--- src/rtl/gphb_queue.sv ---
// Two-entry command queue between the front and back parts of the binner.
// No package dependencies.
`timescale 1ns / 1ps

module gphb_queue #(
    parameter int DATA_W = 32
) (
    input  logic              clk,
    input  logic              rst_n,
    input  logic              push,
    input  logic [DATA_W-1:0] push_data,
    input  logic              pop,
    output logic [DATA_W-1:0] pop_data,
    output logic              full,
    output logic              not_empty
);

    logic [DATA_W-1:0] entry_reg [2];
    logic              wr_ptr_reg;
    logic              rd_ptr_reg;
    logic [1:0]        count_reg;
    logic [1:0]        count_next;

    assign full      = (count_reg == 2'd2);
    assign not_empty = (count_reg != 2'd0);
    assign pop_data  = entry_reg[rd_ptr_reg];

    always_comb
    begin
        count_next = count_reg;
        if (push && !pop)
        begin
            count_next = count_reg + 2'd1;
        end
        else if (pop && !push)
        begin
            count_next = count_reg - 2'd1;
        end
    end

    always_ff @(posedge clk or negedge rst_n)
    begin
        if (!rst_n)
        begin
            wr_ptr_reg <= 1'b0;
            rd_ptr_reg <= 1'b0;
            count_reg  <= 2'd0;
        end
        else
        begin
            if (push)
            begin
                wr_ptr_reg <= ~wr_ptr_reg;
            end
            if (pop)
            begin
                rd_ptr_reg <= ~rd_ptr_reg;
            end
            count_reg <= count_next;
        end
    end

    always_ff @(posedge clk)
    begin
        if (push)
        begin
            entry_reg[wr_ptr_reg] <= push_data;
        end
    end

    a_no_overflow: assert property (@(posedge clk) disable iff (!rst_n)
        push |-> !full)
        else $error("queue push while full");

    a_no_underflow: assert property (@(posedge clk) disable iff (!rst_n)
        pop |-> not_empty)
        else $error("queue pop while empty");

    a_count_track: assert property (@(posedge clk) disable iff (!rst_n)
        (push && !pop) |=> (count_reg == $past(count_reg) + 2'd1))
        else $error("queue count lost a transfer");

endmodule

--- config.mk ---
export PLATFORM = sky130hd
export DESIGN_NAME = gphb_queue
export DESIGN_NICKNAME = d
export VERILOG_FILES = /design/src/rtl/gphb_queue.sv
export SDC_FILE = /design/constraint.sdc
export NUM_CORES = 1
export LEC_CHECK = 0
export BUFFER_PORTS_ARGS = -buffer_cell sky130_fd_sc_hd__clkbuf_2
export CORE_MARGIN = 2
export CORE_UTILIZATION = 50
export CTS_CLUSTER_DIAMETER = 30
export DETAILED_ROUTE_END_ITERATION = 7
export PLACE_DENSITY = 0.76
export SYNTH_ARGS = -nofsm -noshare
export SYNTH_HDL_FRONTEND = slang
export SYNTH_SLANG_ARGS = --single-unit
--- constraint.sdc ---
create_clock -name clk -period 2.5 [get_ports clk]
set_input_delay 0.375 -clock clk [delete_from_list [all_inputs] [get_ports clk]]
set_output_delay 0.375 -clock clk [all_outputs]
set_load 0.1 [all_outputs]
* Word-level counts from Yosys, hierarchy flattened
Memories as Yosys holds them, arrays and structs flattened. Cells that the tools add are included.
Storage, ports and cells: word-level logic and storage cells 19, memories 1, input port bits 36, memory bits (writable) 64, flip-flop bits (word level) 4, output and inout port bits 34
Memories:
- entry_reg | words 2, width 32, rd ports 1, clocked after memory_dff 0, wr ports 1, line 18 | logic [DATA_W-1:0] entry_reg [2];
Cells by class: bitwise gates (word level) 2, reduce and logical (&&, ||, !) cells 6, multiplexer cells 4, add/subtract/negate cells 2, equality and inequality tests 1
Operators with widths (count):
- $mux W2 | 2
- $reduce_bool A2 Y1 | 2
- $add A2 B1 Y2 const B | 1
- $eq A2 B2 Y1 const B | 1
- $logic_and A1 B1 Y1 | 2
- $logic_not A1 Y1 | 2
- $mux W1 | 2
- $not A1 Y1 | 2
- $sub A2 B1 Y2 const B | 1

* Longest topological paths before layout
word-level depth 4, gate-level depth with buffers 5, mapped depth without buffers 5

* Worst setup path after synthesis
No wires, ideal clock.
path type register to register, from reg wr_ptr_reg, to mem entry_reg[0][0], enable pin, setup time 0.425 ns, cell stages (with the launch flop) 2, path buffers 0, path slack 0.234 ns, data required time 2.075 ns, arrival time 1.841 ns, clock period less this slack 2.266 ns, cells stage by stage dfrtp_1 nor2b_1
RTL lines:
- start, declared | line 19 | logic wr_ptr_reg;
- start signal, assigned | line 53 | wr_ptr_reg <= ~wr_ptr_reg;
- end, declared | line 18
No word-level cell before the write port.

* Final worst setup path
from reg rd_ptr_reg, to out pop_data[24]
On the way: cells in the longest elaborated chain, start to end 1
RTL lines:
- start, declared | line 20 | logic rd_ptr_reg;
- start signal, assigned | line 57 | rd_ptr_reg <= ~rd_ptr_reg;
- $mem_v2 Z2 W32
- end, declared | line 13 | output logic [DATA_W-1:0] pop_data,
No other way between the ends.

==> results.json <==
{
  "grt.total_usage_pct": 15.38,
  "cts_tree": "done",
  "ctsResizeCount": 0,
  "hold_class": "primary input to flop",
  "yosysMostFrequentCell": "edfxtp_1",
  "critPathMaxFanout": 18,
  "ys.flop_type": "edfxtp_1",
  "antenna_left": 0,
  "status": "complete, no violations",
  "syn-num-nets": 153,
  "synth_top_area_share_pct": 72.49,
  "htree_levels": 3,
  "rsz0062_at_grt": "false",
  "worstPathArrival_ns": 2.01,
  "place_congestion": 0.7321,
  "skew_ns": 0.004378,
  "place_hpwl_um": 2985,
  "syn_inst": 116,
  "met2_length_um": 2421,
  "yosysTopAreaCell": "edfxtp_1",
  "first_pass_iters": 4,
  "tightestPinTransition_ns": 0.5560,
  "ys_top_cells_by_count": "64 x edfxtp_1, 29 x mux2_4, 4 x dfrtp_1, 4 x xor2_1",
  "area_growth_pct": 25.86,
  "clk_pin_slew_ns": 0.07,
  "rows": 26,
  "clk_latency_ns": 0.33,
  "drive_gt1_share_pct": 60.89,
  "place_area_mm2": 0.003064,
  "grt_max_degree": 28,
  "core_area_mm2": 0.005107,
  "m1WireLength_um": 1591,
  "largest_reg_flops": 64,
  "endpoint_kind": "primary output",
  "wl_met3_um": 185,
  "yosysSeqAreaShare_pct": 76.26,
  "post_drt_wl_per_cell_um": 15.68,
  "grt_pass1_wl_um": 6706,
  "clkSinkCount": 68,
  "routed-via-count": 1280,
  "cap_violations": 0,
  "critPathSlowestCell": "dfrtp_2",
  "yosysUniqueCellTypes": 14,
  "n_antenna_cell": 0,
  "synth_area_per_cell_um2": 22.86,
  "num_io_pins": 70,
  "drc_errors": 0,
  "fin_crit_ns": 2.390,
  "port_buffers": 69,
  "synth_seq_cells": 68,
  "highest_layer": "met4",
  "crit_type": "flop to primary output",
  "maxSlewViolCount": 0,
  "grt_pass1_vias": 1430,
  "synth_area_leaders": "edfxtp_1 72%, mux2_4 16%, dfrtp_1 3.8%",
  "initial_utilization_pct": 51.91,
  "ys_warn_count": 0,
  "dieArea_mm2": 0.005901,
  "async_flop_share_pct": 5.882,
  "cp.required_ns": 2.12,
  "final_nets": 234,
  "wirelength_um": 4266,
  "slew-limit-headroom_pct": 63.09,
  "clockRootBuffer": "clkbuf_8",
  "overflow": 0,
  "antenna_found_initial": 0,
  "finalHoldViolCount": 0,
  "drtIter0Drc": 64,
  "cts_buffers": 9,
  "die_w_um": 76.82,
  "vias_per_cell": 4.706,
  "cp_slowest_stage_delay_ns": 0.70,
  "setup_viol": 0,
  "crit_chain": "buf_12 > mux2_2 > clkbuf_2",
  "clock_path_buffers": 2,
  "synthesis.area_mm2": 0.002651,
  "final_area_mm2": 0.003337,
  "cp-start-kind": "flop",
  "finalCritPeriodShare_pct": 95.60,
  "synth-edff-count": 64,
  "tns_ns": 0,
  "die_h_um": 76.82,
  "n_fill_cell": 342,
  "clock.fmax_mhz": 418.4
}
[stage by stage]
step           setup WS, ns  cells  hold WS [ns]  util (%)
6_report             0.1101    272        0.2381     65.34
5_1_grt             0.03557    272        0.2147     65.34
4_1_cts             0.08291    272        0.2238     65.34
3_5_place_dp         0.4411    255        0.1916     60.00
2_1_floorplan        0.2336    116       0.07941         -
3_3_place_gp         0.4908    255        0.1859     60.00
[final cells by class]
class / count / area [um2] / area share [%]
repair buffers: 74 / 397.9 / 11.92
flip-flops and latches: 68 / 2023 / 60.63
clock inverters: 7 / 138.9 / 4.162
multi-input cells: 43 / 561.8 / 16.84
well taps: 70 / 87.58 / 2.625
clock buffers: 9 / 123.9 / 3.712
inverters: 1 / 3.754 / 0.1125
[metal layers]
metal | GRT usage, % | up-vias
li1 | - | 610
met1 | 15.92 | 621
met2 | 28.07 | 43
met3 | 3.882 | 6
met4 | 8.727 | 0
met5 | 0 | -
[worst paths after layout]
check                                               from                         end  slack (ns)  cells after the start
max in group asynchronous                          rst_n      rd_ptr_reg$_DFFE_PN0P_        1.97                      2
worst max register to register    wr_ptr_reg$_DFFE_PN0P_   entry_reg[0][6]$_DFFE_PP_        1.13                      2
worst max-delay path              rd_ptr_reg$_DFFE_PN0P_                pop_data[24]        0.11                      3
worst min register to register  count_reg[1]$_DFFE_PN0P_    count_reg[1]$_DFFE_PN0P_        0.48                      1
worst min-delay path                       push_data[19]  entry_reg[1][19]$_DFFE_PP_        0.24                      1
min in group asynchronous                          rst_n    count_reg[0]$_DFFE_PN0P_        0.39                      2
[logic make-up after synthesis]
group / share of synthesized area, %
buffers and inverters: 2.831
multiplexers: 17.70
AND/OR/NAND/NOR: 1.086
flip-flops: 76.26
adder cells (fa/ha/maj): 0.4718
XOR/XNOR: 1.652
[cells in the final DEF (no fill, tap or decap)]
cell	synthesis	routed
clkbuf_2	0	69
edfxtp_1	64	64
mux2_4	29	29
clkbuf_8	0	9
xor2_1	4	4
bufinv_16	0	4
mux2_2	3	3
dfrtp_1	4	3
buf_4	0	3
clkinvlp_4	0	2
inv_1	1	1
and2_1	1	1
or2_2	1	1
nor2b_1	2	1
nor2b_4	0	1
xnor2_1	1	1
nor2_1	1	1
ha_1	1	1
clkinv_1	0	1
dlygate4sd3_1	0	1
buf_12	3	1
dfrtp_2	0	1
[critical path: cells and delay by family, from the launching register on]
kind | cells | cell delay (ns)
DFF | 1 | 0.70
muxes | 1 | 0.36
buffers and inverters | 2 | 0.62
[timing repair]
item / 4_1_cts / 5_1_grt
hold buffers: 1 / 0
setup endpoints to repair: 0 / 0
hold endpoints to repair: 4 / 0
setup buffers: 0 / 0
Power is not shown: default switching activity piles up to over one toggle a cycle in this logic, so the estimate is an artifact.
