`config.mk`:
```
export PLATFORM = sky130hd
export DESIGN_NAME = gphb_front
export DESIGN_NICKNAME = d
export VERILOG_FILES = /design/src/rtl/gphb_pkg.sv /design/src/rtl/gphb_front.sv
export SDC_FILE = /design/constraint.sdc
export NUM_CORES = 2
export LEC_CHECK = 0
export BUFFER_PORTS_ARGS = -buffer_cell sky130_fd_sc_hd__buf_2
export CAP_MARGIN = 20
export CELL_PAD_IN_SITES_DETAIL_PLACEMENT = 0
export CELL_PAD_IN_SITES_GLOBAL_PLACEMENT = 2
export CORE_UTILIZATION = 42
export DETAILED_ROUTE_END_ITERATION = 10
export HOLD_SLACK_MARGIN = 0.08
export PLACE_DENSITY_LB_ADDON = 0.25
export SETUP_SLACK_MARGIN = 0.15
export SLEW_MARGIN = 5
export SYNTH_ARGS = -nofsm -noshare
export SYNTH_HDL_FRONTEND = slang
export SYNTH_SLANG_ARGS = --single-unit
```
`constraint.sdc`:
```
create_clock -name clk -period 9.35 [get_ports clk]
set_clock_uncertainty 0.05 [all_clocks]
set_input_delay 2.805 -clock clk [delete_from_list [all_inputs] [get_ports clk]]
set_output_delay 2.805 -clock clk [all_outputs]
set_load 0.1 [all_outputs]
```
`src/rtl/gphb_pkg.sv`:
```
// Shared types, codes and reset values for the geo point heatmap binner.
// No dependencies; the front, back, top and testbench files import this package.
`timescale 1ns / 1ps

package gphb_pkg;

    localparam int MAP_SIDE_DEFAULT = 1024;

    localparam int WORD_W    = 32;
    localparam int COORD_W   = 10;
    localparam int COUNT_W   = 8;
    localparam int TOTAL_W   = 32;
    localparam int STATUS_W  = 2;
    localparam int CFG_IDX_W = 2;

    localparam logic [CFG_IDX_W-1:0] CFG_ORIGIN_LAT  = 2'd0;
    localparam logic [CFG_IDX_W-1:0] CFG_ORIGIN_LON  = 2'd1;
    localparam logic [CFG_IDX_W-1:0] CFG_PPD         = 2'd2;
    localparam logic [CFG_IDX_W-1:0] CFG_COUNT_LIMIT = 2'd3;

    localparam logic [WORD_W-1:0]  RST_ORIGIN_LAT  = 32'd682840325;
    localparam logic [WORD_W-1:0]  RST_ORIGIN_LON  = 32'd3052697784;
    localparam logic [WORD_W-1:0]  RST_PPD         = 32'd516007756;
    localparam logic [COUNT_W-1:0] RST_COUNT_LIMIT = 8'd1;

    localparam logic [STATUS_W-1:0] ST_PLOTTED   = 2'd0;
    localparam logic [STATUS_W-1:0] ST_OUTSIDE   = 2'd1;
    localparam logic [STATUS_W-1:0] ST_SATURATED = 2'd2;
    localparam logic [STATUS_W-1:0] ST_READ      = 2'd3;

    typedef enum logic [1:0] {
        CMD_PLOT,
        CMD_OUTSIDE,
        CMD_READ
    } cmd_kind_t;

    typedef struct packed {
        cmd_kind_t          kind;
        logic               hit;
        logic [COORD_W-1:0] out_row;
        logic [COORD_W-1:0] out_col;
    } cmd_t;

endpackage

```
`src/rtl/gphb_front.sv`:
```
// Front part: accepts requests, converts float coordinates to map indices
// with one shared 32x32 multiplier, and queues commands. Uses gphb_pkg.
`timescale 1ns / 1ps

module gphb_front #(
    parameter int MAP_SIDE = gphb_pkg::MAP_SIDE_DEFAULT,
    parameter int ADDR_W   = $clog2(MAP_SIDE * MAP_SIDE)
) (
    input  logic                             clk,
    input  logic                             rst_n,
    input  logic                             in_valid,
    output logic                             in_stall,
    input  logic                             req_type,
    input  logic [gphb_pkg::WORD_W-1:0]      latitude_word,
    input  logic [gphb_pkg::WORD_W-1:0]      longitude_word,
    input  logic [gphb_pkg::COORD_W-1:0]     read_row,
    input  logic [gphb_pkg::COORD_W-1:0]     read_col,
    input  logic                             clear_done,
    input  logic signed [gphb_pkg::WORD_W-1:0] origin_latitude,
    input  logic signed [gphb_pkg::WORD_W-1:0] origin_longitude,
    input  logic [gphb_pkg::WORD_W-1:0]      pixels_per_degree,
    input  logic                             q_full,
    output logic                             q_push,
    output gphb_pkg::cmd_t                   q_cmd,
    output logic [ADDR_W-1:0]                q_addr
);

    import gphb_pkg::*;

    localparam int IDX_W = $clog2(MAP_SIDE);

    typedef enum logic [7:0] {
        F_IDLE    = 8'b0000_0001,
        F_CONV    = 8'b0000_0010,
        F_DIFF    = 8'b0000_0100,
        F_ABS     = 8'b0000_1000,
        F_MUL_LAT = 8'b0001_0000,
        F_MUL_LON = 8'b0010_0000,
        F_RND_LON = 8'b0100_0000,
        F_PUSH    = 8'b1000_0000
    } fstate_t;

    fstate_t state_reg;
    fstate_t state_next;

    logic                in_accept;
    logic                req_reg;
    logic [WORD_W-1:0]   lat_w_reg;
    logic [WORD_W-1:0]   lon_w_reg;
    logic [COORD_W-1:0]  rrow_reg;
    logic [COORD_W-1:0]  rcol_reg;

    logic [WORD_W-1:0]   q_lat_reg;
    logic [WORD_W-1:0]   q_lon_reg;
    logic                fin_lat_reg;
    logic                fin_lon_reg;
    logic                sgn_lat_reg;
    logic                sgn_lon_reg;

    logic signed [WORD_W:0] d_lat_reg;
    logic signed [WORD_W:0] d_lon_reg;
    logic signed [WORD_W:0] d_lat_next;
    logic signed [WORD_W:0] d_lon_next;
    logic signed [WORD_W:0] v_lat;
    logic signed [WORD_W:0] v_lon;

    logic [WORD_W-1:0]   mag_lat_reg;
    logic [WORD_W-1:0]   mag_lon_reg;
    logic                neg_lat_reg;
    logic                neg_lon_reg;

    logic [WORD_W-1:0]   mul_a;
    logic [63:0]         prod_reg;

    logic                rnd_inc;
    logic [24:0]         rnd_ip;
    logic                rnd_neg;
    logic                rnd_ok;

    logic [IDX_W-1:0]    row_reg;
    logic [IDX_W-1:0]    col_reg;
    logic                row_ok_reg;
    logic                col_ok_reg;

    logic                plot_ok;
    logic                read_hit;
    logic [IDX_W-1:0]    row_sel;
    logic [IDX_W-1:0]    col_sel;
    logic [ADDR_W-1:0]   addr_calc;

    // Float bits to {finite and below 128, Q8.24 magnitude}.
    function automatic logic [WORD_W:0] float_to_fixed(input logic [WORD_W-1:0] w);
        logic [7:0]        e;
        logic [WORD_W-1:0] sig;
        logic [WORD_W-1:0] q;
        logic [WORD_W-1:0] low_mask;
        logic [4:0]        k;
        logic              rbit;
        logic              sticky;
        logic              ok;
        e        = w[30:23];
        sig      = {8'd0, 1'b1, w[22:0]};
        ok       = (e < 8'd134);
        q        = '0;
        low_mask = '0;
        k        = '0;
        rbit     = 1'b0;
        sticky   = 1'b0;
        if (e == 8'd0)
        begin
            q = '0;
        end
        else if (e >= 8'd126)
        begin
            q = sig << (e - 8'd126);
        end
        else if (e >= 8'd102)
        begin
            k        = 5'(8'd126 - e);
            q        = sig >> k;
            rbit     = sig[k - 5'd1];
            low_mask = (32'd1 << (k - 5'd1)) - 32'd1;
            sticky   = |(sig & low_mask);
            q        = q + {31'd0, rbit & (sticky | q[0])};
        end
        return {ok, q};
    endfunction

    assign in_stall  = !((state_reg == F_IDLE) && clear_done);
    assign in_accept = in_valid && !in_stall;

    always_comb
    begin
        v_lat = sgn_lat_reg ? -$signed({1'b0, q_lat_reg}) : $signed({1'b0, q_lat_reg});
        v_lon = sgn_lon_reg ? -$signed({1'b0, q_lon_reg}) : $signed({1'b0, q_lon_reg});
        d_lat_next = v_lat - $signed({origin_latitude[WORD_W-1], origin_latitude});
        d_lon_next = v_lon - $signed({origin_longitude[WORD_W-1], origin_longitude});
    end

    assign mul_a = (state_reg == F_MUL_LAT) ? mag_lat_reg : mag_lon_reg;

    // Round the Q.40 product to nearest, ties to even.
    assign rnd_inc = prod_reg[39] & ((|prod_reg[38:0]) | prod_reg[40]);
    assign rnd_ip  = {1'b0, prod_reg[63:40]} + 25'(rnd_inc);
    assign rnd_neg = (state_reg == F_MUL_LON) ? neg_lat_reg : neg_lon_reg;
    assign rnd_ok  = !(rnd_neg && (rnd_ip != '0)) && (rnd_ip < 25'(MAP_SIDE));

    assign plot_ok  = row_ok_reg && col_ok_reg;
    assign read_hit = (32'(rrow_reg) < 32'(MAP_SIDE)) && (32'(rcol_reg) < 32'(MAP_SIDE));
    assign row_sel  = req_reg ? IDX_W'(rrow_reg) : row_reg;
    assign col_sel  = req_reg ? IDX_W'(rcol_reg) : col_reg;
    assign addr_calc = ADDR_W'(row_sel) * ADDR_W'(MAP_SIDE) + ADDR_W'(col_sel);

    always_comb
    begin
        q_cmd = '0;
        if (req_reg)
        begin
            q_cmd.kind    = CMD_READ;
            q_cmd.hit     = read_hit;
            q_cmd.out_row = rrow_reg;
            q_cmd.out_col = rcol_reg;
        end
        else if (plot_ok)
        begin
            q_cmd.kind    = CMD_PLOT;
            q_cmd.hit     = 1'b1;
            q_cmd.out_row = COORD_W'(row_reg);
            q_cmd.out_col = COORD_W'(col_reg);
        end
        else
        begin
            q_cmd.kind = CMD_OUTSIDE;
        end
        q_addr = q_cmd.hit ? addr_calc : '0;
    end

    assign q_push = (state_reg == F_PUSH) && !q_full;

    always_comb
    begin
        state_next = state_reg;
        case (state_reg)
            F_IDLE:
            begin
                if (in_accept)
                begin
                    state_next = req_type ? F_PUSH : F_CONV;
                end
            end
            F_CONV:    state_next = F_DIFF;
            F_DIFF:    state_next = F_ABS;
            F_ABS:     state_next = F_MUL_LAT;
            F_MUL_LAT: state_next = F_MUL_LON;
            F_MUL_LON: state_next = F_RND_LON;
            F_RND_LON: state_next = F_PUSH;
            F_PUSH:
            begin
                if (!q_full)
                begin
                    state_next = F_IDLE;
                end
            end
            default:   state_next = F_IDLE;
        endcase
    end

    always_ff @(posedge clk or negedge rst_n)
    begin
        if (!rst_n)
        begin
            state_reg <= F_IDLE;
        end
        else
        begin
            state_reg <= state_next;
        end
    end

    always_ff @(posedge clk)
    begin
        if (in_accept)
        begin
            req_reg   <= req_type;
            lat_w_reg <= latitude_word;
            lon_w_reg <= longitude_word;
            rrow_reg  <= read_row;
            rcol_reg  <= read_col;
        end
        if (state_reg == F_CONV)
        begin
            {fin_lat_reg, q_lat_reg} <= float_to_fixed(lat_w_reg);
            {fin_lon_reg, q_lon_reg} <= float_to_fixed(lon_w_reg);
            sgn_lat_reg <= lat_w_reg[WORD_W-1];
            sgn_lon_reg <= lon_w_reg[WORD_W-1];
        end
        if (state_reg == F_DIFF)
        begin
            d_lat_reg <= d_lat_next;
            d_lon_reg <= d_lon_next;
        end
        if (state_reg == F_ABS)
        begin
            mag_lat_reg <= d_lat_reg[WORD_W] ? WORD_W'(-d_lat_reg) : d_lat_reg[WORD_W-1:0];
            mag_lon_reg <= d_lon_reg[WORD_W] ? WORD_W'(-d_lon_reg) : d_lon_reg[WORD_W-1:0];
            neg_lat_reg <= d_lat_reg[WORD_W];
            neg_lon_reg <= d_lon_reg[WORD_W];
        end
        if ((state_reg == F_MUL_LAT) || (state_reg == F_MUL_LON))
        begin
            prod_reg <= 64'(mul_a) * 64'(pixels_per_degree);
        end
        if (state_reg == F_MUL_LON)
        begin
            row_reg    <= IDX_W'(rnd_ip);
            row_ok_reg <= rnd_ok && fin_lat_reg;
        end
        if (state_reg == F_RND_LON)
        begin
            col_reg    <= IDX_W'(rnd_ip);
            col_ok_reg <= rnd_ok && fin_lon_reg;
        end
    end

endmodule

```
After elaboration in Yosys (flattened, before gate mapping):

Index checks and enable logic that the tools add are counted.

* register bits after elaboration: 379
* bits of input ports: 186
* word-level logic and storage cells: 118

* add/subtract/negate cells: 18
* $mul: 1
* order comparisons: 9
* equal/unequal tests: 10
* shift-type cells: 6
* mux-type cells: 24
* bitwise gates (word level): 8
* reduce and logical (&&, ||, !) cells: 19

Operator list (count)
* 32-bit 2-to-1 mux: 7
* 33-bit 2-to-1 mux: 2
* 32-bit negation with 33-bit output: 2
* 33-bit by 32-bit subtractor with 33-bit output: 2
* 32-bit by 1-bit adder with 32-bit output: 2
* 24-bit by 32-bit AND with 32-bit output: 2
* 32-bit by 32-bit multiplier with 64-bit output: 1
* 32-bit negation: 2
* 8-bit case mux with 8 select lines: 1
* 32-bit OR reduction: 2
* 1-bit by 5-bit << shifter with 32-bit output (first input constant): 2
* 24-bit by 8-bit << shifter with 32-bit output: 2
* 24-bit by 5-bit >> shifter with 32-bit output: 2
* 32-bit by 1-bit subtractor with 32-bit output (second input constant): 2
* 39-bit OR reduction: 1
* 8-bit by 7-bit greater-or-equal comparator with 1-bit output (second input constant): 4
* 24-bit by 1-bit adder with 25-bit output: 1
* 25-bit by 11-bit < comparator with 1-bit output (second input constant): 1
* 25-bit nonzero test: 1
* 8-bit 2-to-1 mux: 3
* 23-bit 2-to-1 mux: 1
* 21-bit 2-to-1 mux: 1
* 20-bit by 10-bit adder with 20-bit output: 1
* 10-bit 2-to-1 mux: 2
* other kinds (24): 48

Logic depth before layout (Yosys ltp):

* depth after elaboration: 11
* gate-level depth with buffers: 34
* gate-level depth less buffers: 31

Least setup slack after synthesis:

No wires, ideal clock.

* path type: input port to flip-flop
* start point: input port pixels_per_degree[2] (netlist bit)
* end point: register prod_reg[63] (data pin)
* setup time: 0.261 ns
* arrival: 9.395 ns
* setup slack: -0.356 ns
* stages on the path: 25
* buffers on the path: 1
* path through: clkbuf_1 and2_1 fa_1 inv_1 fa_1 fa_1 fa_1 inv_1 fa_1 inv_1 fa_1 inv_1 fa_1 fa_1 ha_1 nand2_1 o21a_1 a21boi_0 a31o_2 o31a_1 o2111a_1 o21ai_0 o21ai_0 o21ai_0 xnor2_1

* word-level cells in the longest chain between the ends: 1

RTL lines
* start: declaration: RTL line gphb_front.sv:21 `input logic [gphb_pkg::WORD_W-1:0] pixels_per_degree,`
* 32-bit by 32-bit multiplier with 64-bit output: RTL line gphb_front.sv:251 `prod_reg <= 64'(mul_a) * 64'(pixels_per_degree);`
* end signal: assignment: RTL line gphb_front.sv:251
* end: declaration: RTL line gphb_front.sv:73 `logic [63:0] prod_reg;`

No other way between the ends.
A chain may end at the register's enable or synchronous reset.

Worst setup path in the final report:

* start point: input port pixels_per_degree[16] (netlist bit)
* end point: register prod_reg[61] (data pin)

Same word-level chain as after synthesis.

==> out/metrics.cfg <==
[synthesis]
ys_seq_area_frac = 0.187
synth_top_area_cell = fa_1
async_flop_share = 0.0211
synth_top_area_frac = 0.296
synth_area_um2 = 60700
synth_cells = 6478
synth.distinct_cells = 94
yosys_most_used_dff = edfxtp_1
synthTopCellsByArea = fa_1, edfxtp_1, ha_1, and2_1, inv_1
yosys_warnings = 0
ys_ff_latch = 379
synth_fp_nets = 7912
syn_avg_cell_area_um2 = 9.38
synth-edff-count = 371

[layout]
fin_nets = 8219
drive_above_1_share = 0.150
n_antenna_cell = 0
largest_reg_flops = 64
syn2layout_area_growth_pct = 13.7

[timing]
rsz0062_at_grt = true
slew_headroom = 0.323
post-route-period-util = 0.998
final.setup.tns_ns = 0
finalSetupViolCount = 0
timing.fmax_mhz = 107
worstMarginPinSlew_ns = 1.02
min_period_ns = 9.34
fin_ws_ns = 0.0140
slew_violations = 0
hold_viol_final = 0

[routing]
drt-initial-drc-count = 2870
drtPass1Iterations = 5
routed_via_density = 5.38
route.detailed.drc = 0
drt-total-wl_mm = 180
final_antenna_net_count = 0
wl_per_cell_um = 20.7
via_count = 46900

[worst_setup_path]
start_kind = input port
worstPathMaxFanout = 8
arrival_ns = 9.67
crit_path_end_kind = flip-flop
critical_path_class = in -> reg
required_ns = 9.68
slowest_stage = fa_1
crit_path_max_incr_delay_ns = 0.57
cp_common_cell = fa_1

[placed_design]
place_congestion = 0.890
hpwl_mm = 144
place_ws_ns = -0.686
portBuffers = 230

[global_routing]
grt_max_degree = 71
grt_usage = 0.249
antenna_found_initial = 4
overflow = 0
use_met2 = 0.436
top_usage_layer = met2
grt_pass1_vias = 49200
grt_use_met3 = 0.0196
use_met1 = 0.331
grt_pass1_wl_mm = 284

[clocking]
cts_made_buffers = 45
clkSinkCount = 379
htree_levels = 2
insertion_delay_ns = 0.63
cts_buffer_depth = 3
clockRootBuffer = clkbuf_16
clk_pin_slew_ns = 0.09
cts_tree = built

[worst_hold_path]
worst_hold_path_type = reg -> reg

[floorplan]
core-area_um2 = 143000
rows = 139
die_w_um = 382
initial_core_util = 0.423
die_h_um = 382
ios = 231
dieArea_um2 = 146000

[run_status]
status = finished, final reports clean

[run]
cap_violations = 0

-- layer usage --
| layer | wire, um | vias to the layer above |
|---|---|---|
| li1 | - | 21700 |
| met1 | 77900 | 23900 |
| met2 | 90600 | 1083 |
| met3 | 7130 | 224 |
| met4 | 4830 | 2 |
| met5 | 12 | - |
-- worst paths after layout --
check	start	end	slack (ns)	cells after the start
max	pixels_per_degree[16]	prod_reg[61]$_DFFE_PP_	0.01	26
min	lat_w_reg[31]$_DFFE_PP_	sgn_lat_reg$_DFFE_PP_	0.37	0
max reg2reg	state_reg[7]$_DFFE_PN0P_	prod_reg[61]$_DFFE_PP_	0.27	30
min reg2reg	lat_w_reg[31]$_DFFE_PP_	sgn_lat_reg$_DFFE_PP_	0.37	0
max in group asynchronous	rst_n	state_reg[0]$_DFFE_PN1P_	7.01	1
min in group asynchronous	rst_n	state_reg[2]$_DFFE_PN0P_	1.99	1
-- kinds of logic (layout without fill, tap and decap cells) --
| logic type | Yosys count | count (layout) | synth area share |
|---|---|---|---|
| compound gates | 883 | 883 | 0.0952 |
| xor+xnor | 323 | 323 | 0.0471 |
| fa+ha+maj | 1248 | 1248 | 0.368 |
| buf+inv | 1332 | 1672 | 0.0842 |
| flops | 379 | 379 | 0.187 |
| mux | 177 | 177 | 0.0441 |
| simple gates | 2136 | 2136 | 0.175 |
-- worst max-delay path, delay by kind of cell --
family	cells	cell delay, ns
AOI/OAI and AO/OA	7	1.52
xor gates and xnor gates	1	0.10
adders and majority gates	9	4.23
buffers and inverters	6	0.45
and+or+nand+nor	3	0.56
-- layout make-up --
type,count,area (um^2)
clock inverters,27,272
inverters,969,3640
flip-flops and latches,379,11300
multi-input cells,4767,45200
fillers,13900,74400
repair buffers,623,5090
well taps,1903,2380
clock buffers,53,1160
-- repair_timing --
item | 4_1_cts | 5_1_grt
cloned | 1 | 3
resized for setup | 50 | 214
setup buffers | 13 | 23
setup endpoints to repair | 16 | 32
hold buffers | 0 | 0
pin swaps | 32 | 130
-- layout by cell type (no fill, tap or decap), types with 26 or more instances in the layout --
master     count
buf_4        323
a21oi_1      199
nor2_1       225
a22o_1        44
nor4_1        27
nand3_1       77
and2_1       586
ha_1         329
nor3_1        76
edfxtp_1     371
or3_1         42
buf_6         31
mux2_2        28
a31oi_1       33
inv_1        952
xor2_1        69
fa_2          50
clkbuf_16     48
a21o_1        65
o21a_1        31
or4_1         26
mux2i_1       79
a211oi_1      37
and2_4        36
xnor2_1      243
nand2_1      836
nand2b_1      32
mux4_2        67
buf_2        204
nand4_1       39
o21ai_0      157
nor2b_1       30
buf_12        55
o22ai_1       34
o31ai_1       45
fa_1         848
-- cell usage after synthesis (all sizes together) (18+ instances only) --
master,count
nor3,79
a22o,44
and3,19
mux4,69
ha,350
inv,967
xor2,73
nand2,842
mux2i,79
o211ai,18
o41ai,21
a31oi,35
nand2b,32
a21oi,216
or3,44
o21ai,189
buf,44
xnor2,250
or4,26
nand3,77
o31ai,47
nor4,31
or2,27
a21o,65
o22ai,34
fa,898
edfxtp,371
o21a,31
mux2,29
clkbuf,319
nand4,39
and2,622
a211oi,42
nor2b,31
nor2,229
-- stage by stage --
stage / cells / cell area [um^2] / hold slack (ns) / util
2_1_floorplan: 6478 / 61100 / 0.350 / -
3_3_place_gp: 8601 / 66300 / 0.357 / 0.462
3_5_place_dp: 8601 / 66300 / 0.363 / 0.462
4_1_cts: 8695 / 68100 / 0.378 / 0.475
5_1_grt: 8721 / 69100 / 0.389 / 0.481
6_report: 8721 / 69100 / 0.373 / 0.481
Power is not shown: default switching activity piles up to over one toggle a cycle in this logic, so the estimate is an artifact.
